File: src/hdl/smx_pkg.sv
// ----------------------------------------------------------------------------
// smx_pkg
// shared constants and the exponent bit table for the softmax engine
// ----------------------------------------------------------------------------
package smx_pkg;
  localparam int MaxLenDef = 64;
  localparam int ExpBits   = 12;

  function automatic logic [31:0] exp_k(input logic [3:0] b);
    case (b)
      4'd0:    exp_k = 32'd4278222805;
      4'd1:    exp_k = 32'd4261543595;
      4'd2:    exp_k = 32'd4228380000;
      4'd3:    exp_k = 32'd4162825044;
      4'd4:    exp_k = 32'd4034748382;
      4'd5:    exp_k = 32'd3790295335;
      4'd6:    exp_k = 32'd3344923893;
      4'd7:    exp_k = 32'd2605029347;
      4'd8:    exp_k = 32'd1580030169;
      4'd9:    exp_k = 32'd581260615;
      4'd10:   exp_k = 32'd78665070;
      4'd11:   exp_k = 32'd1440801;
      default: exp_k = 32'd0;
    endcase
  endfunction

  typedef enum logic [6:0] {
    ST_LOAD  = 7'b0000001,
    ST_RD    = 7'b0000010,
    ST_EXP   = 7'b0000100,
    ST_EFIN  = 7'b0001000,
    ST_NRD   = 7'b0010000,
    ST_DIV   = 7'b0100000,
    ST_OUT   = 7'b1000000
  } state_t;
endpackage

File: src/hdl/softmax_vector_engine_top.sv
// after the last word each element gets its weight from a read, the exponent
// bit steps (cut short when it lies 16 or more below the maximum) and a finish
// step, then its share from the weight read, the divide steps and a load into
// the output register; loading accepts one word per cycle while no held result
// is stalled; rst_n is synchronous and active low and returns count, maximum,
// sum and flags to their empty state
// ----------------------------------------------------------------------------
// softmax_vector_engine_top
// max-subtracted softmax over a stored vector with a shared multiply and
// a shared shift-subtract divider driven by a small sequencer
// ----------------------------------------------------------------------------
module softmax_vector_engine_top
  import smx_pkg::*;
#(
  parameter int MAX_LEN = MaxLenDef
) (
  input  logic               clk,
  input  logic               rst_n,
  input  logic               in_valid,
  output logic               in_stall,
  input  logic signed [15:0] in_value,
  input  logic               in_last,
  output logic               out_valid,
  input  logic               out_stall,
  output logic        [15:0] out_prob,
  output logic               out_last_out,
  output logic               out_overflow
);
  localparam int AW = (MAX_LEN > 1) ? $clog2(MAX_LEN) : 1;
  localparam int CW = $clog2(MAX_LEN + 1);

  // element and weight memories
  logic [15:0] elem_mem [MAX_LEN];
  logic [15:0] exp_mem  [MAX_LEN];
  logic [15:0] elem_rd_r, exp_rd_r;

  state_t st_r, st_nxt;
  logic [CW-1:0] cnt_r, cnt_nxt;
  logic [CW-1:0] idx_r, idx_nxt;
  logic signed [15:0] max_r, max_nxt;
  logic [22:0] sum_r, sum_nxt;
  logic drop_r, drop_nxt;
  logic [15:0] dist_r, dist_nxt;
  logic [3:0]  bit_r, bit_nxt;
  logic [32:0] acc_r, acc_nxt;
  // divider: 40-bit numerator, one quotient bit per cycle
  logic [39:0] num_r, num_nxt;
  logic [22:0] rem_r, rem_nxt;
  logic [5:0]  dstep_r, dstep_nxt;
  logic [15:0] prob_r, prob_nxt;
  logic lastq_r, lastq_nxt;
  logic ovf_r, ovf_nxt;
  logic ovalid_r, ovalid_nxt;

  logic        acc_w;
  logic [64:0] prod;
  logic [23:0] rem_sh;
  logic [16:0] e_rnd;
  logic [15:0] e_val;
  logic        mem_we, exp_we;
  logic [AW-1:0] rd_addr;
  logic signed [16:0] diff;

  assign in_stall     = (st_r != ST_LOAD) || (ovalid_r && out_stall);
  assign acc_w        = in_valid && !in_stall;
  assign out_valid    = ovalid_r;
  assign out_prob     = prob_r;
  assign out_last_out = lastq_r;
  assign out_overflow = ovf_r;

  assign prod   = acc_r * {1'b0, exp_k(bit_r)};
  assign rem_sh = {rem_r, num_r[39]};
  assign e_rnd  = 17'((acc_r + 33'd32768) >> 16);
  assign e_val  = e_rnd[16] ? 16'hFFFF : e_rnd[15:0];
  assign diff   = 17'(max_r) - 17'(signed'(elem_rd_r));
  assign mem_we = acc_w && (cnt_r < CW'(MAX_LEN));
  assign exp_we = (st_r == ST_EFIN);
  assign rd_addr = idx_r[AW-1:0];

  always_ff @(posedge clk) begin
    if (mem_we) elem_mem[cnt_r[AW-1:0]] <= in_value;
    if (exp_we) exp_mem[rd_addr] <= e_val;
    elem_rd_r <= elem_mem[rd_addr];
    exp_rd_r  <= exp_mem[rd_addr];
  end

  always_comb begin
    st_nxt = st_r; cnt_nxt = cnt_r; idx_nxt = idx_r; max_nxt = max_r;
    sum_nxt = sum_r; drop_nxt = drop_r; dist_nxt = dist_r; bit_nxt = bit_r;
    acc_nxt = acc_r; num_nxt = num_r; rem_nxt = rem_r; dstep_nxt = dstep_r;
    prob_nxt = prob_r; lastq_nxt = lastq_r; ovf_nxt = ovf_r;
    ovalid_nxt = ovalid_r && out_stall;
    case (st_r)
      ST_LOAD: begin
        if (acc_w) begin
          if (cnt_r < CW'(MAX_LEN)) begin
            cnt_nxt = cnt_r + 1'b1;
            if (in_value > max_r) max_nxt = in_value;
          end else begin
            drop_nxt = 1'b1;
          end
          if (in_last) begin
            idx_nxt = '0;
            sum_nxt = '0;
            st_nxt  = ST_RD;
          end
        end
      end
      ST_RD: begin
        // wait for the element read
        bit_nxt = '0;
        acc_nxt = 33'h1_0000_0000;
        st_nxt  = ST_EXP;
      end
      ST_EXP: begin
        if (bit_r == 4'd0) dist_nxt = diff[15:0];
        if (bit_r == 4'd0 && diff[15:12] != 4'd0) begin
          acc_nxt = '0;
          st_nxt  = ST_EFIN;
        end else begin
          if ((bit_r == 4'd0) ? diff[0] : dist_r[bit_r]) begin
            acc_nxt = 33'((prod + 65'h8000_0000) >> 32);
          end
          if (bit_r == 4'(ExpBits - 1)) st_nxt = ST_EFIN;
          else bit_nxt = bit_r + 1'b1;
        end
      end
      ST_EFIN: begin
        sum_nxt = sum_r + 23'(e_val);
        if (idx_r + 1'b1 >= cnt_r) begin
          idx_nxt = '0;
          st_nxt  = ST_NRD;
        end else begin
          idx_nxt = idx_r + 1'b1;
          st_nxt  = ST_RD;
        end
      end
      ST_NRD: begin
        // numerator is formed once the weight read lands
        if (dstep_r == 6'd0) begin
          dstep_nxt = 6'd1;
        end else begin
          num_nxt   = {8'd0, exp_rd_r, 16'd0} + 40'(sum_r >> 1);
          rem_nxt   = '0;
          dstep_nxt = '0;
          st_nxt    = ST_DIV;
        end
      end
      ST_DIV: begin
        if (rem_sh >= {1'b0, sum_r}) begin
          rem_nxt = 23'(rem_sh - {1'b0, sum_r});
          num_nxt = {num_r[38:0], 1'b1};
        end else begin
          rem_nxt = rem_sh[22:0];
          num_nxt = {num_r[38:0], 1'b0};
        end
        dstep_nxt = dstep_r + 1'b1;
        if (dstep_r == 6'd39) begin
          dstep_nxt = '0;
          st_nxt    = ST_OUT;
        end
      end
      ST_OUT: begin
        if (!ovalid_r || !out_stall) begin
          ovalid_nxt = 1'b1;
          prob_nxt   = (sum_r == '0) ? 16'd0 :
                       (num_r[39:16] != '0) ? 16'hFFFF : num_r[15:0];
          lastq_nxt  = (idx_r + 1'b1 >= cnt_r);
          ovf_nxt    = drop_r;
          if (idx_r + 1'b1 >= cnt_r) begin
            st_nxt   = ST_LOAD;
            cnt_nxt  = '0;
            max_nxt  = 16'sh8000;
            sum_nxt  = '0;
            drop_nxt = 1'b0;
          end else begin
            idx_nxt = idx_r + 1'b1;
            st_nxt  = ST_NRD;
          end
        end
      end
      default: st_nxt = ST_LOAD;
    endcase
  end

  always_ff @(posedge clk) begin
    if (!rst_n) begin
      st_r <= ST_LOAD; cnt_r <= '0; idx_r <= '0; max_r <= 16'sh8000;
      sum_r <= '0; drop_r <= 1'b0; ovalid_r <= 1'b0; dstep_r <= '0;
    end else begin
      st_r <= st_nxt; cnt_r <= cnt_nxt; idx_r <= idx_nxt; max_r <= max_nxt;
      sum_r <= sum_nxt; drop_r <= drop_nxt; ovalid_r <= ovalid_nxt;
      dstep_r <= dstep_nxt;
    end
  end

  always_ff @(posedge clk) begin
    dist_r <= dist_nxt; bit_r <= bit_nxt; acc_r <= acc_nxt;
    num_r <= num_nxt; rem_r <= rem_nxt; prob_r <= prob_nxt;
    lastq_r <= lastq_nxt; ovf_r <= ovf_nxt;
  end

`ifndef SYNTHESIS
  // one-hot sequencer
  a_onehot: assert property (@(posedge clk) disable iff (!rst_n) $onehot(st_r))
    else $error("state not one-hot");
  // count never passes the store depth
  a_cnt: assert property (@(posedge clk) disable iff (!rst_n) cnt_r <= CW'(MAX_LEN))
    else $error("count overrun");
  // a held result word does not change
  a_hold: assert property (@(posedge clk) disable iff (!rst_n)
    out_valid && out_stall |=> $stable(out_prob) && $stable(out_last_out))
    else $error("result changed while stalled");
`endif
endmodule

File: config.mk
export PLATFORM = sky130hd
export DESIGN_NAME = softmax_vector_engine_top
export DESIGN_NICKNAME = d
export VERILOG_FILES = /design/src/hdl/smx_pkg.sv /design/src/hdl/softmax_vector_engine_top.sv
export SDC_FILE = /design/constraint.sdc
export NUM_CORES = 2
export LEC_CHECK = 0
export BUFFER_PORTS_ARGS = -buffer_cell sky130_fd_sc_hd__buf_2
export CORE_ASPECT_RATIO = 1.75
export CORE_UTILIZATION = 53
export DETAILED_ROUTE_END_ITERATION = 10
export PLACE_DENSITY = 0.79
export SLEW_MARGIN = 20
export SYNTH_ARGS = -nofsm -noshare
export SYNTH_HDL_FRONTEND = slang
export SYNTH_SLANG_ARGS = --single-unit
File: constraint.sdc
create_clock -name clk -period 7.62 [get_ports clk]
set_input_delay 1.143 -clock clk [delete_from_list [all_inputs] [get_ports clk]]
set_output_delay 1.143 -clock clk [all_outputs]
set_load 0.05 [all_outputs]
## After elaboration in Yosys (flattened, before gate mapping)

Memory sizes are Yosys's and may differ from the RTL's. A register that Yosys moved wholly into a read port is not among the register bits.
Cells that the tools add are included.

- Input port bits: 21
- Flip-flop bits (word level): 202
- Memories kept: 3
- Word-level logic and storage cells: 152
- ROM bits: 512
- RAM bits: 2048

Memories:

| memory | depth | width | read ports | clocked after Yosys merged registers in | write ports | line | RTL |
|---|---|---|---|---|---|---|---|
| elem_mem | 64 | 16 | 1 | 1 | 1 | softmax_vector_engine_top.sv:33 | `logic [15:0] elem_mem [MAX_LEN];` |
| exp_mem | 64 | 16 | 1 | 1 | 1 | softmax_vector_engine_top.sv:34 | `logic [15:0] exp_mem [MAX_LEN];` |
| (no name shown) | 16 | 32 | 1 | 1 | 0 | smx_pkg.sv:10 | `case (b)` |

- Equal/unequal tests: 24
- Add/sub/neg operators: 10
- Order comparisons: 5
- Reduce and logical (&&, ||, !) cells: 29
- Multipliers: 1
- Multiplexer cells: 64

Operators by type and width:

| operator | number |
|---|---|
| two-way mux 23 bit | 6 |
| two-way mux 16 bit | 7 |
| two-way mux 7 bit | 16 |
| case mux 40 bit (2 select lines) | 1 |
| case mux 23 bit (3 select lines) | 1 |
| two-way mux 33 bit | 2 |
| case mux 33 bit (2 select lines) | 1 |
| adder 65 x 32 -> 65 bit (second input constant) | 1 |
| multiplier 33 x 32 -> 65 bit | 1 |
| case mux 7 bit (7 select lines) | 1 |
| case mux 23 bit (2 select lines) | 1 |
| two-way mux 40 bit | 1 |
| adder 32 x 22 -> 33 bit | 1 |
| adder 33 x 16 -> 33 bit (second input constant) | 1 |
| case mux 16 bit (2 select lines) | 1 |
| >= comparator 24 x 23 -> 1 bit | 1 |
| != test 2 bit (second input constant) | 12 |
| nonzero test 24 bit | 1 |
| adder 23 x 16 -> 23 bit | 1 |
| zero test 23 bit | 1 |
| subtractor 23 bit | 1 |
| case mux 7 bit (3 select lines) | 1 |
| AND reduction 5 bit | 4 |
| > comparator 16 bit | 1 |
| 38 further kinds | 68 |

## Longest topological paths before layout

- Word-level depth: 7
- Depth in mapped cells: 29

## Worst setup path before layout

Ideal clock, no wire load.

- Path kind: register to register
- Start: register acc_r[22]
- End: register acc_r[29], data pin
- Library setup time: 262 ps
- Buffers on the path: 2
- Period minus slack after synthesis: 7587 ps
- Data required time: 7358 ps
- Data arrival time: 7325 ps
- Cell stages (with the launch flop): 26
- Path slack: 33 ps
- Cells stage by stage: edfxtp_1 -> clkbuf_1 -> clkbuf_1 -> nand2_1 -> fa_1 -> fa_1 -> fa_1 -> fa_1 -> inv_1 -> fa_1 -> fa_1 -> fa_1 -> inv_1 -> fa_1 -> inv_1 -> ha_1 -> a21oi_1 -> o21ai_1 -> a2111oi_2 -> a211oi_1 -> or3_1 -> a31oi_1 -> o21ai_1 -> a31oi_1 -> o21ai_0 -> mux2_1

- Word-level cells in the longest chain between the ends: 5

RTL lines:

| what | line | RTL |
|---|---|---|
| from (decl) | softmax_vector_engine_top.sv:45 | `logic [32:0] acc_r, acc_nxt;` |
| from (signal assigned) | softmax_vector_engine_top.sv:198 | `dist_r <= dist_nxt; bit_r <= bit_nxt; acc_r <= acc_nxt;` |
| multiplier 33 x 32 -> 65 bit | softmax_vector_engine_top.sv:71 | `assign prod = acc_r * {1'b0, exp_k(bit_r)};` |
| adder 65 x 32 -> 65 bit | softmax_vector_engine_top.sv:122 | `acc_nxt = 33'((prod + 65'h8000_0000) >> 32);` |
| two-way mux 33 bit | softmax_vector_engine_top.sv:121 | `if ((bit_r == 4'd0) ? diff[0] : dist_r[bit_r]) begin` |
| two-way mux 33 bit | softmax_vector_engine_top.sv:117 | `if (bit_r == 4'd0 && diff[15:12] != 4'd0) begin` |
| case mux 33 bit (2 select lines) | softmax_vector_engine_top.sv:93 | `case (st_r)` |

No other way between the ends. The select of a mux whose other input is x is not followed.
A chain may end at the register's enable or synchronous reset.

## Worst setup path in the final report

- Start: register acc_r[14]
- End: register acc_r[26], data pin

The elaborated chain is that of the path after synthesis.

==> metrics.txt <==
# TYPE chip_impl_metric gauge
chip_impl_metric{name="remaining_drc_errors",unit=""} 0
chip_impl_metric{name="cp_max_fo",unit=""} 6
chip_impl_metric{name="grt_overflow_total",unit=""} 0
chip_impl_info{name="cp-start-kind",value="register"} 1
chip_impl_metric{name="vias_in_the_first_global_route",unit=""} 84400
chip_impl_metric{name="drt_first_pass_iters",unit=""} 6
chip_impl_metric{name="finalWeightedCongestion",unit=""} 0.981
chip_impl_metric{name="finalCriticalPeriod",unit="ns"} 8.15
chip_impl_metric{name="timing.final.setup_violations",unit=""} 30
chip_impl_metric{name="cp_data_required_time",unit="ns"} 8.21
chip_impl_metric{name="final-instance-count-excl-fill",unit=""} 12700
chip_impl_metric{name="net_count_reported_at_finish",unit=""} 10800
chip_impl_info{name="violations",value="setup timing"} 1
chip_impl_info{name="cts_root_buf",value="clkbuf_16"} 1
chip_impl_metric{name="cts_sinks",unit=""} 2314
chip_impl_metric{name="rrSetupSlack",unit="ns"} -0.53
chip_impl_metric{name="dp.final_hpwl",unit="mm"} 250
chip_impl_metric{name="timing.clock.skew",unit="ns"} 0.0871
chip_impl_metric{name="post-route-worst-setup-slack",unit="ns"} -0.526
chip_impl_metric{name="cts_hold_buf",unit=""} 0
chip_impl_metric{name="syn2layout_area_growth",unit="%"} 12.5
chip_impl_metric{name="totalWireLength",unit="mm"} 366
chip_impl_metric{name="max_slew_headroom",unit=""} 0.155
chip_impl_metric{name="nFillCells",unit=""} 16800
chip_impl_metric{name="final.period_utilization",unit=""} 1.07
chip_impl_metric{name="ys_seq_area_frac",unit=""} 0.559
chip_impl_info{name="path_common_cell",value="fa_1"} 1
chip_impl_info{name="leading_cell_type_in_the_layout_fill_and_taps_excluded",value="edfxtp_1"} 1
chip_impl_metric{name="drv.max_cap_violation_count",unit=""} 0
chip_impl_metric{name="number_of_h_tree_levels",unit=""} 4
chip_impl_metric{name="fmaxAchievable",unit="GHz"} 0.123
chip_impl_info{name="setup.worst_path.end_class",value="register"} 1
chip_impl_info{name="cts_tree",value="yes"} 1
chip_impl_metric{name="synthCells",unit=""} 9111
chip_impl_metric{name="dr_total_vias",unit=""} 80100
chip_impl_metric{name="grt_util_met1",unit=""} 0.320
chip_impl_metric{name="cp.buffers_inverters",unit=""} 9
chip_impl_metric{name="cts-root-to-sink-buffers",unit=""} 4
chip_impl_metric{name="ys_types",unit=""} 83
chip_impl_metric{name="gr-usage-met2",unit=""} 0.551
chip_impl_metric{name="number_of_flops_mapped_to_enable_cells_by_yosys",unit=""} 2182
chip_impl_info{name="status",value="finished, violations left"} 1
chip_impl_metric{name="clk_pin_slew_worst_paths",unit="ns"} 0.07
chip_impl_metric{name="final-max-slew-violation-count",unit=""} 0
chip_impl_metric{name="synth-warning-count",unit=""} 0
chip_impl_metric{name="wire_per_inst",unit="um"} 28.9
chip_impl_info{name="critPathTopFamily",value="adder cells"} 1
chip_impl_metric{name="detail_route.vias_per_cell",unit=""} 6.33
chip_impl_metric{name="die_width",unit="um"} 365
chip_impl_metric{name="synthesis.area_per_instance",unit="um^2"} 13.4
chip_impl_metric{name="use_met3",unit=""} 0.0502
chip_impl_metric{name="cp_slowest_stage_delay",unit="ns"} 0.56
chip_impl_info{name="synth-main-ff-cell",value="edfxtp_1"} 1
chip_impl_metric{name="clk_latency",unit="ns"} 0.86
chip_impl_metric{name="starting_utilization_of_the_core_area",unit=""} 0.534
chip_impl_metric{name="grt_pass1_wl",unit="mm"} 536
chip_impl_metric{name="chipHeight",unit="um"} 636
chip_impl_metric{name="iter_0_drt_violations",unit=""} 8116
chip_impl_metric{name="placeableCoreArea",unit="um^2"} 228000
chip_impl_metric{name="num_io_pins",unit=""} 41
chip_impl_info{name="gr-max-usage-layer",value="met2"} 1
chip_impl_metric{name="arrival",unit="ns"} 8.74
chip_impl_metric{name="floorplan.rows",unit=""} 232
chip_impl_metric{name="numPlacedInstances",unit=""} 12300
chip_impl_metric{name="io_buffers",unit=""} 40
chip_impl_metric{name="design.die.area",unit="um^2"} 232000
chip_impl_metric{name="worst_pin_slew",unit="ns"} 1.26
chip_impl_metric{name="drive_above_1_share",unit=""} 0.126
chip_impl_metric{name="synth_nets",unit=""} 10500
chip_impl_metric{name="grt_util_all_layers",unit=""} 0.317
chip_impl_metric{name="cts_inserted_buffers",unit=""} 194
chip_impl_metric{name="hold_viol",unit=""} 0
chip_impl_info{name="timing.setup.critical_path_class",value="reg -> reg"} 1
chip_impl_metric{name="drtAntennaViolNets",unit=""} 0
chip_impl_metric{name="asyncSetResetFlopFracSynth",unit=""} 0
chip_impl_info{name="commonest_cells_after_routing_fill_and_taps_aside",value="edfxtp_1, inv_1, fa_1"} 1
chip_impl_metric{name="ys_seq_elements",unit=""} 2314
chip_impl_metric{name="grt_start_max_net_pins",unit=""} 108
chip_impl_info{name="rsz_0062_raised_after_global_routing",value="yes"} 1
chip_impl_metric{name="netlist_area",unit="um^2"} 122000
chip_impl_info{name="critical-path-slowest-cell",value="fa_1"} 1
chip_impl_info{name="hp-class",value="reg -> reg"} 1
chip_impl_metric{name="grt_antenna_before_repair",unit=""} 7
## flip-flops by register name, summed over array words and instances (netlist names), 4 cells and up, named ones only
register   flops
idx_r          7
acc_r         33
bit_r          4
num_r         40
dstep_r        6
dist_r        16
out_prob      16
cnt_r          7
st_r           7
exp_rd_r      16
max_r         16
sum_r         23
exp_mem     1024
elem_rd_r     16
elem_mem    1024
rem_r         23
## routing by layer
layer	up-vias	routed length, um
li1	33200	-
met1	40200	108000
met2	5163	186000
met3	1560	30400
met4	4	42000
met5	-	15
## path summary, 6_finish.rpt
path,startpoint,to,depth (start not counted)
worst min-delay path,max_r[1]$_SDFFE_PN0P_,max_r[1]$_SDFFE_PN0P_,2
worst min register to register,max_r[1]$_SDFFE_PN0P_,max_r[1]$_SDFFE_PN0P_,2
worst max register to register,acc_r[14]$_SDFFCE_PP0P_,acc_r[26]$_SDFFCE_PP0P_,29
worst max-delay path,acc_r[14]$_SDFFCE_PP0P_,acc_r[26]$_SDFFCE_PP0P_,29
## kinds of logic after synthesis
group | synth area share
mux | 0.00270
compound gates | 0.106
buf+inv | 0.0488
xor+xnor | 0.00862
fa+ha+maj | 0.193
simple gates | 0.0818
flops | 0.559
## final cells by class
cell class | instances | area [um^2] | area share
Sequential cell | 2314 | 68200 | 0.497
Multi-Input combinational cell | 5217 | 48800 | 0.355
Timing Repair Buffer | 681 | 5850 | 0.0426
Clock buffer | 232 | 5140 | 0.0375
Inverter | 1046 | 3930 | 0.0286
Tap cell | 3042 | 3810 | 0.0277
Clock inverter | 114 | 1500 | 0.0110
Antenna cell | 6 | 15.0 | 0.000109
## through the flow
step | util | setup slack [ns] | setup TNS [ns] | hold WS [ns] | area, um^2
3_3_place_gp | 0.566 | -1.05 | -22.93 | 0.464 | 129000
2_1_floorplan | - | 0.0327 | 0 | 0.409 | 122000
4_1_cts | 0.598 | -0.558 | -10.37 | 0.481 | 137000
3_5_place_dp | 0.566 | -1.01 | -20.67 | 0.470 | 129000
5_1_grt | 0.600 | -0.736 | -15.33 | 0.512 | 137000
6_report | 0.600 | -0.526 | -10.43 | 0.481 | 137000
## worst register-to-register path: cells and delay by family (launching register included)
kind | cells | cell delay, ns
compound gates | 8 | 1.82
xor+xnor | 1 | 0.19
fa+ha+maj | 9 | 4.27
buf+inv | 9 | 0.94
flops | 1 | 0.45
simple gates | 2 | 0.20
## Yosys cell counts (all sizes together), types with 11 or more instances
library cell,n,share of area
o211ai,15,0.00092
a21oi,162,0.0068
edfxtp,2182,0.54
o21bai,15,0.00092
xnor2,80,0.0057
a211oi,17,0.0011
o31ai,11,0.00087
xor2,40,0.0029
nor4,62,0.0032
nand2b,18,0.00092
o21ai,135,0.0057
a21boi,11,0.00068
ha,390,0.040
fa,930,0.15
o21a,38,0.0023
and2,652,0.033
a21o,50,0.0031
nand3,74,0.0030
nor3,35,0.0014
buf,75,0.0025
dfxtp,132,0.022
a22oi,613,0.038
nor2b,42,0.0022
nand2,621,0.019
nor3b,12,0.00082
o22ai,13,0.00067
a22o,216,0.016
mux2i,19,0.0016
nor2,317,0.0098
or3,14,0.00072
a221oi,216,0.016
clkbuf,459,0.014
nand4,83,0.0043
a31oi,219,0.011
inv,1046,0.032
and3,19,0.00097
## timing repair
item | in CTS | in global routing
endpoints found under the setup margin | 32 | 33
setup buffers | 28 | 23
pin swaps | 102 | 84
gates cloned | 2 | 0
gates resized for setup | 117 | 89
Power is not shown: default switching activity piles up to over one toggle a cycle in this logic, so the estimate is an artifact.
